[config.mk]
export PLATFORM = sky130hd
export DESIGN_NAME = mbr_ctrl
export DESIGN_NICKNAME = d
export VERILOG_FILES = /design/src/design/mbr_pkg.sv /design/src/design/mbr_ctrl.sv
export SDC_FILE = /design/constraint.sdc
export NUM_CORES = 1
export LEC_CHECK = 0
export ABC_AREA = 1
export BUFFER_PORTS_ARGS = -buffer_cell sky130_fd_sc_hd__buf_4
export CORE_MARGIN = 5
export CORE_UTILIZATION = 56
export CTS_CLUSTER_DIAMETER = 50
export DETAILED_ROUTE_END_ITERATION = 8
export PLACE_DENSITY = 0.82
export SLEW_MARGIN = 20
export SYNTH_ARGS = -nofsm -noshare
export SYNTH_HDL_FRONTEND = slang
export SYNTH_SLANG_ARGS = --single-unit
[constraint.sdc]
create_clock -name clk_i -period 2.1 [get_ports clk_i]
set_input_delay 0.105 -clock clk_i [delete_from_list [all_inputs] [get_ports clk_i]]
set_output_delay 0.105 -clock clk_i [all_outputs]
set_load 0.02 [all_outputs]
[src/design/mbr_pkg.sv]
package mbr_pkg;

  // default sizes
  localparam int SMALL_LEN_DEF   = 3;
  localparam int LARGE_LEN_DEF   = 54;
  localparam int SAMPLE_BITS_DEF = 12;

  // result fields
  localparam int OUT_BITS    = 13;
  localparam int OUT_MAX     = 4095;
  localparam int OUT_MIN     = -4096;
  localparam int OUT_TDATA_W = 40;

  // configuration
  localparam int             WEIGHT_BITS = 4;
  localparam logic [3:0]     WEIGHT_RST  = 4'd2;

  // operator slots: opening-closing chain first, then closing-opening
  localparam logic [2:0] OP_OC_FIRST = 3'd0;
  localparam logic [2:0] OP_OC_LAST  = 3'd3;
  localparam logic [2:0] OP_CO_FIRST = 3'd4;
  localparam logic [2:0] OP_CO_LAST  = 3'd7;

  typedef struct packed {
    logic       load;
    logic       small_step;
    logic       large_init;
    logic       large_rd;
    logic       large_wr;
    logic       dly_rd;
    logic       fin_go;
    logic [2:0] op;
  } mbr_cmd_t;

  typedef struct packed {
    logic full;
    logic out_busy;
  } mbr_status_t;

  // erosion, dilation, dilation, erosion / dilation, erosion, erosion, dilation
  function automatic logic op_dilates(input logic [2:0] op);
    return (op == OP_OC_FIRST + 3'd1) || (op == OP_OC_LAST - 3'd1) ||
           (op == OP_CO_FIRST) || (op == OP_CO_LAST);
  endfunction

endpackage

[src/design/mbr_ctrl.sv]
module mbr_ctrl #(
  parameter int LARGE_LEN = mbr_pkg::LARGE_LEN_DEF
) (
  input  logic                              clk_i,
  input  logic                              rst_ni,
  input  logic                              in_valid_i,
  output logic                              in_ready_o,
  input  mbr_pkg::mbr_status_t              status_i,
  output mbr_pkg::mbr_cmd_t                 cmd_o,
  output logic [$clog2(LARGE_LEN-1)-1:0]    idx_o
);
  import mbr_pkg::*;

  localparam int PB = $clog2(LARGE_LEN - 1);

  typedef enum logic [6:0] {
    S_IDLE  = 7'b0000001,
    S_SMALL = 7'b0000010,
    S_LINIT = 7'b0000100,
    S_LRD   = 7'b0001000,
    S_LWR   = 7'b0010000,
    S_DRD   = 7'b0100000,
    S_FIN   = 7'b1000000
  } state_e;

  state_e         state_q, state_d;
  logic [2:0]     op_q, op_d;
  logic [PB-1:0]  idx_q, idx_d;
  logic           idx_last;

  assign idx_last = (idx_q == PB'(LARGE_LEN - 2));
  assign idx_o    = idx_q;

  always_comb begin
    state_d    = state_q;
    op_d       = op_q;
    idx_d      = idx_q;
    cmd_o      = '0;
    cmd_o.op   = op_q;
    in_ready_o = 1'b0;
    unique case (state_q)
      S_IDLE: begin
        in_ready_o = 1'b1;
        if (in_valid_i) begin
          cmd_o.load = 1'b1;
          op_d       = OP_OC_FIRST;
          state_d    = S_SMALL;
        end
      end
      S_SMALL: begin
        cmd_o.small_step = 1'b1;
        if (op_q == OP_CO_LAST) begin
          op_d    = OP_OC_FIRST;
          state_d = S_LINIT;
        end else begin
          op_d = op_q + 3'd1;
        end
      end
      S_LINIT: begin
        cmd_o.large_init = 1'b1;
        idx_d            = '0;
        state_d          = S_LRD;
      end
      S_LRD: begin
        cmd_o.large_rd = 1'b1;
        idx_d          = idx_q + 1'b1;
        if (idx_last) state_d = S_LWR;
      end
      S_LWR: begin
        cmd_o.large_wr = 1'b1;
        if (op_q == OP_CO_LAST) begin
          state_d = S_DRD;
        end else begin
          op_d    = op_q + 3'd1;
          state_d = S_LINIT;
        end
      end
      S_DRD: begin
        cmd_o.dly_rd = 1'b1;
        state_d      = S_FIN;
      end
      S_FIN: begin
        if (!status_i.full || !status_i.out_busy) begin
          cmd_o.fin_go = 1'b1;
          state_d      = S_IDLE;
        end
      end
      default: state_d = S_IDLE;
    endcase
  end

  always_ff @(posedge clk_i or negedge rst_ni) begin
    if (!rst_ni) begin
      state_q <= S_IDLE;
      op_q    <= '0;
      idx_q   <= '0;
    end else begin
      state_q <= state_d;
      op_q    <= op_d;
      idx_q   <= idx_d;
    end
  end

  a_idx_range: assert property (@(posedge clk_i) disable iff (!rst_ni)
    (state_q == S_LRD) |-> (idx_q <= PB'(LARGE_LEN - 2)))
    else $error("window scan index out of range");

  a_last_op_to_delay: assert property (@(posedge clk_i) disable iff (!rst_ni)
    (state_q == S_LWR && op_q == OP_CO_LAST) |=> (state_q == S_DRD))
    else $error("large stage did not hand over to delay line");

  a_fin_stall: assert property (@(posedge clk_i) disable iff (!rst_ni)
    (state_q == S_FIN && status_i.full && status_i.out_busy) |=> (state_q == S_FIN))
    else $error("result dropped while output register busy");

endmodule

### Yosys cells after proc, flatten, opt, wreduce, memory -nomap -nowiden

Cells that the tools add are included.

| storage, ports and cells | value |
|---|---|
| register bits after elaboration | 16 |
| bits of input ports | 5 |
| output and inout port bits | 17 |
| logic and storage cells | 47 |

| operators by class | value |
|---|---|
| $add $sub $neg | 2 |
| equality and inequality tests | 14 |
| multiplexer cells | 21 |
| reductions and logical operators | 7 |

Operator list:

| operator | number |
|---|---|
| one-hot mux 7 bit (7 select lines) | 1 |
| two-way mux 7 bit | 4 |
| one-hot mux 6 bit (2 select lines) | 1 |
| two-way mux 1 bit | 10 |
| != test 2 bit (second input constant) | 5 |
| two-way mux 3 bit | 3 |
| one-hot mux 3 bit (3 select lines) | 1 |
| == test 7 x 1 -> 1 bit (second input constant) | 1 |
| == test 7 x 2 -> 1 bit (second input constant) | 1 |
| == test 7 x 3 -> 1 bit (second input constant) | 1 |
| == test 7 x 4 -> 1 bit (second input constant) | 1 |
| == test 7 x 5 -> 1 bit (second input constant) | 1 |
| == test 7 x 6 -> 1 bit (second input constant) | 1 |
| == test 7 bit (second input constant) | 1 |
| adder 6 x 1 -> 6 bit (second input constant) | 1 |
| == test 6 bit (second input constant) | 1 |
| two-way mux 6 bit | 1 |
| AND reduction 4 bit | 1 |
| adder 3 x 1 -> 3 bit (second input constant) | 1 |
| == test 3 bit (second input constant) | 1 |
| AND reduction 3 bit | 1 |
| nonzero test 3 bit | 1 |
| zero test 1 bit | 2 |
| nonzero test 2 bit | 1 |
| logical OR 1 bit | 1 |

### Depth between registers and ports, before layout

| logic depth | value |
|---|---|
| depth after elaboration | 4 |
| gate-level depth with buffers | 10 |
| depth with buffers taken out | 10 |

### Least setup slack after synthesis

Ideal clock, no wire load.

| timing path | value |
|---|---|
| kind | register to register |
| start point | register op_q[0] |
| end point | register state_q[4] |
| library setup time | 120 ps |
| data arrival time | 1,256 ps |
| required time | 1,980 ps |
| setup slack | 724 ps |
| cell stages (with the launch flop) | 9 |
| path buffers | 0 |
| period minus slack after synthesis | 1,376 ps |
| path through | dfrtp_1 -> ha_1 -> ha_1 -> inv_1 -> nand3_1 -> nand2_1 -> nor2_1 -> inv_1 -> nor2_1 |

| on the way | value |
|---|---|
| word-level cells in the longest chain between the ends | 3 |

RTL lines:

| what | RTL line | source |
|---|---|---|
| from (decl) | mbr_ctrl.sv:27 | `logic [2:0] op_q, op_d;` |
| from (signal assigned) | mbr_ctrl.sv:99 | `op_q <= op_d;` |
| == test 3 bit | mbr_ctrl.sv:52 | `if (op_q == OP_CO_LAST) begin` |
| != test 2 bit (no line) | - |  |
| AND reduction 4 bit (no line) | - |  |
| to (signal assigned) | mbr_ctrl.sv:98 | `state_q <= state_d;` |
| to (decl) | mbr_ctrl.sv:26 | `state_e state_q, state_d;` |

No other way between the ends.
A chain may end at the register's enable or synchronous reset.

==> flow_metrics.py <==
metrics = {
    "floorplan": {
        "io-pin-count": 22,
        "fp.dieW_um": 51.7,
        "core-area_mm2": 0.00169,
        "fp-row-count": 15,
        "start_util_pct": 57.6,
        "die_h_um": 51.7,
        "dieArea_mm2": 0.00267,
    },
    "global_route": {
        "antenna_found_initial": 0,
        "grt_usage_pct": 18.6,
        "gr-usage-met1_pct": 23.0,
        "grt_pass1_vias": 871,
        "grtUsageMet2_pct": 31.6,
        "grt_use_met3_pct": 2.58,
        "grt-ovfl-total": 0,
        "grt-busiest-layer": "met2",
        "grt_pass1_wl_um": 3630,
        "grt_max_degree": 17,
    },
    "detailed_routing": {
        "num_vias": 917,
        "drc": 0,
        "via_per_inst": 5.15,
        "routedWlPerCell_um": 12.2,
        "drt-total-wl_um": 2170,
        "drt-pass1-iter-count": 4,
        "ant_nets": 0,
        "drtIter0Drc": 38,
    },
    "place": {
        "gp_congestion": 0.790,
        "portBuffers": 21,
        "hpwl_um": 1730,
        "dp.cells": 173,
    },
    "power_and_ir_drop": {
        "switching_share_pct": 45.5,
        "p_int_uw": 698,
        "max-vdd-ir-drop_mv": 0.614,
        "combPwrFrac_pct": 51.8,
        "seqPwrFrac_pct": 32.2,
        "power_density_mw_per_mm2": 1070,
        "total_power_uw": 1280,
        "power_frac_clock_pct": 15.9,
        "p_sw_uw": 583,
        "power.leakage_uw": 0.000716,
    },
    "logic_synthesis": {
        "syn_inst": 135,
        "syn_avg_cell_area_um2": 7.20,
        "synth.distinct_cells": 19,
        "seq_area_frac_synth_pct": 41.3,
        "synth_nets": 144,
        "syn_area_um2": 972,
        "yosysWarnings": 0,
        "synth_seq_cells": 16,
    },
    "setup_path": {
        "slowest_delay_ns": 0.54,
        "cp_max_fo": 7,
        "cp.arrival_ns": 1.49,
        "path_cells": "inv_1, nand2_1, nor2_1, nand2_2, inv_2, buf_4",
        "cp_slowest_cell": "dfstp_2",
        "crit_family": "flip-flops",
        "worst-path-stages": 6,
        "cp.required_ns": 2.00,
        "path_class": "reg -> out",
        "r2r_cells": 10,
        "worst-path-buf-inv": 3,
        "worstSetupEndpointType": "output pin",
        "worst_setup_path_start_kind": "flop",
    },
    "sta": {
        "fin_skew_ns": 0.00225,
        "timing.setup.tns_ns": 0,
        "slew_headroom_pct": 82.8,
        "tightestPinTransition_ns": 0.257,
        "fin_crit_sh_pct": 76.0,
        "hold_violations": 0,
        "rsz0062_at_grt": "no",
        "finalWorstPathRequiredPeriod_ns": 1.60,
        "max_freq_mhz": 627,
        "timing.final.max_slew_violations": 0,
        "setup_violations": 0,
        "whs_ns": 0.131,
    },
    "final_layout": {
        "fill_cells": 152,
        "fin_cells": 178,
        "area_delta_synth_final_pct": 23.2,
        "diodes": 0,
        "nNetsFinal": 171,
        "final_common_cell": "nand2_1",
        "drive_gt1_share_pct": 23.6,
        "final_cell_mix": "nand2_1 (37), inv_1 (22), buf_4 (21), nand3_1 (16), dfrtp_1 (15)",
    },
    "min_path": {
        "hold_depth": 3,
        "hp-class": "in -> reg",
    },
    "clock_tree": {
        "post_cts_buffers": 0,
        "cts_buffers": 3,
        "cts_root_buf": "clkbuf_4",
        "cts_buffer_depth": 2,
        "htreeDepth": 1,
        "cts_resized": 0,
        "clk_pin_slew_ns": 0.09,
        "cts_tree": "built",
        "clock-sinks": 16,
        "clock_latency_ns": 0.29,
    },
    "job": {
        "cap_violations": 0,
    },
    "outcome": {
        "status": "completed",
    },
}
timing repair:
action                                  CTS  global route
endpoints found under the setup margin    0             0
hold buffers                              1             0
endpoints found under the hold margin    16             0
area by class of cell:
class / count / area, µm² / share of cell area [%]
clock buffer: 4 / 36.3 / 3.03
sequential: 16 / 402 / 33.5
timing repair buffer: 22 / 168 / 14.0
multi-input combinational: 94 / 477 / 39.8
tap: 17 / 21.3 / 1.78
inverter: 25 / 93.8 / 7.84
cells in the mapped netlist, drive strengths merged:
cell type,n,area (µm²)
ha,4,50.1
nor2,16,77.6
nand2,41,164
dfrtp,15,375
nor3,2,10.0
inv,25,93.8
dfstp,1,26.3
nand3,18,100
o21ai,8,40.0
xor2,1,8.76
a21oi,1,5.00
o22ai,2,12.5
xnor2,1,8.76
state kept, by name, summed over array words and instances (netlist names):
register,flops
idx_o,6
op_q,3
state_q,7
kinds of logic (layout without fill, tap and decap cells):
| group | after synthesis | after routing | share of synthesized area [%] |
|---|---|---|---|
| AOI/OAI and AO/OA | 11 | 11 | 5.92 |
| xor gates and xnor gates | 2 | 2 | 1.80 |
| adders and majority gates | 4 | 4 | 5.15 |
| buffers and inverters | 25 | 51 | 9.65 |
| DFF | 16 | 16 | 41.3 |
| and+or+nand+nor | 77 | 77 | 36.2 |
through the flow:
stage	setup WS, ns	util [%]	instance area, µm²
final	0.504	70.9	1200
after global routing	0.385	70.9	1200
after CTS	0.511	70.9	1200
after detailed placement	0.705	68.1	1150
after global placement	0.788	68.1	1150
after floorplan	0.724	-	972
final timing paths:
kind,start,endpoint,slack (ns)
worst min register to register,op_q[1]$_DFFE_PN0P_,op_q[1]$_DFFE_PN0P_,0.51
worst max register to register,idx_o[0]$_DFFE_PN0P_,state_q[4]$_DFFE_PN0P_,0.69
worst max-delay path,state_q[0]$_DFFE_PN1P_,cmd_o[6],0.50
min in group asynchronous,rst_ni,op_q[0]$_DFFE_PN0P_,0.19
worst min-delay path,in_valid_i,state_q[1]$_DFFE_PN0P_,0.13
max in group asynchronous,rst_ni,state_q[0]$_DFFE_PN1P_,1.66
worst register-to-register path, delay by kind of cell (launching register included):
| kind | cells | cell delay [ns] |
|---|---|---|
| adders and majority gates | 1 | 0.16 |
| DFF | 1 | 0.42 |
| and+or+nand+nor | 7 | 0.60 |
| buffers and inverters | 2 | 0.17 |
power by group through the flow:
stage / Sequential [µW] / Combinational, µW / Clock [µW]
2_1_floorplan: 439 / 433 / 0
3_3_place_gp: 415 / 637 / 0
3_5_place_dp: 419 / 656 / 0
4_1_cts: 413 / 664 / 207
5_1_grt: 421 / 731 / 230
6_report: 413 / 664 / 204
routing by layer:
metal	routed length [µm]	vias up
li1	-	475
met1	931	419
met2	1130	19
met3	66	4
met4	34	0
met5	0	-
Power figures use the tool's default switching activity.
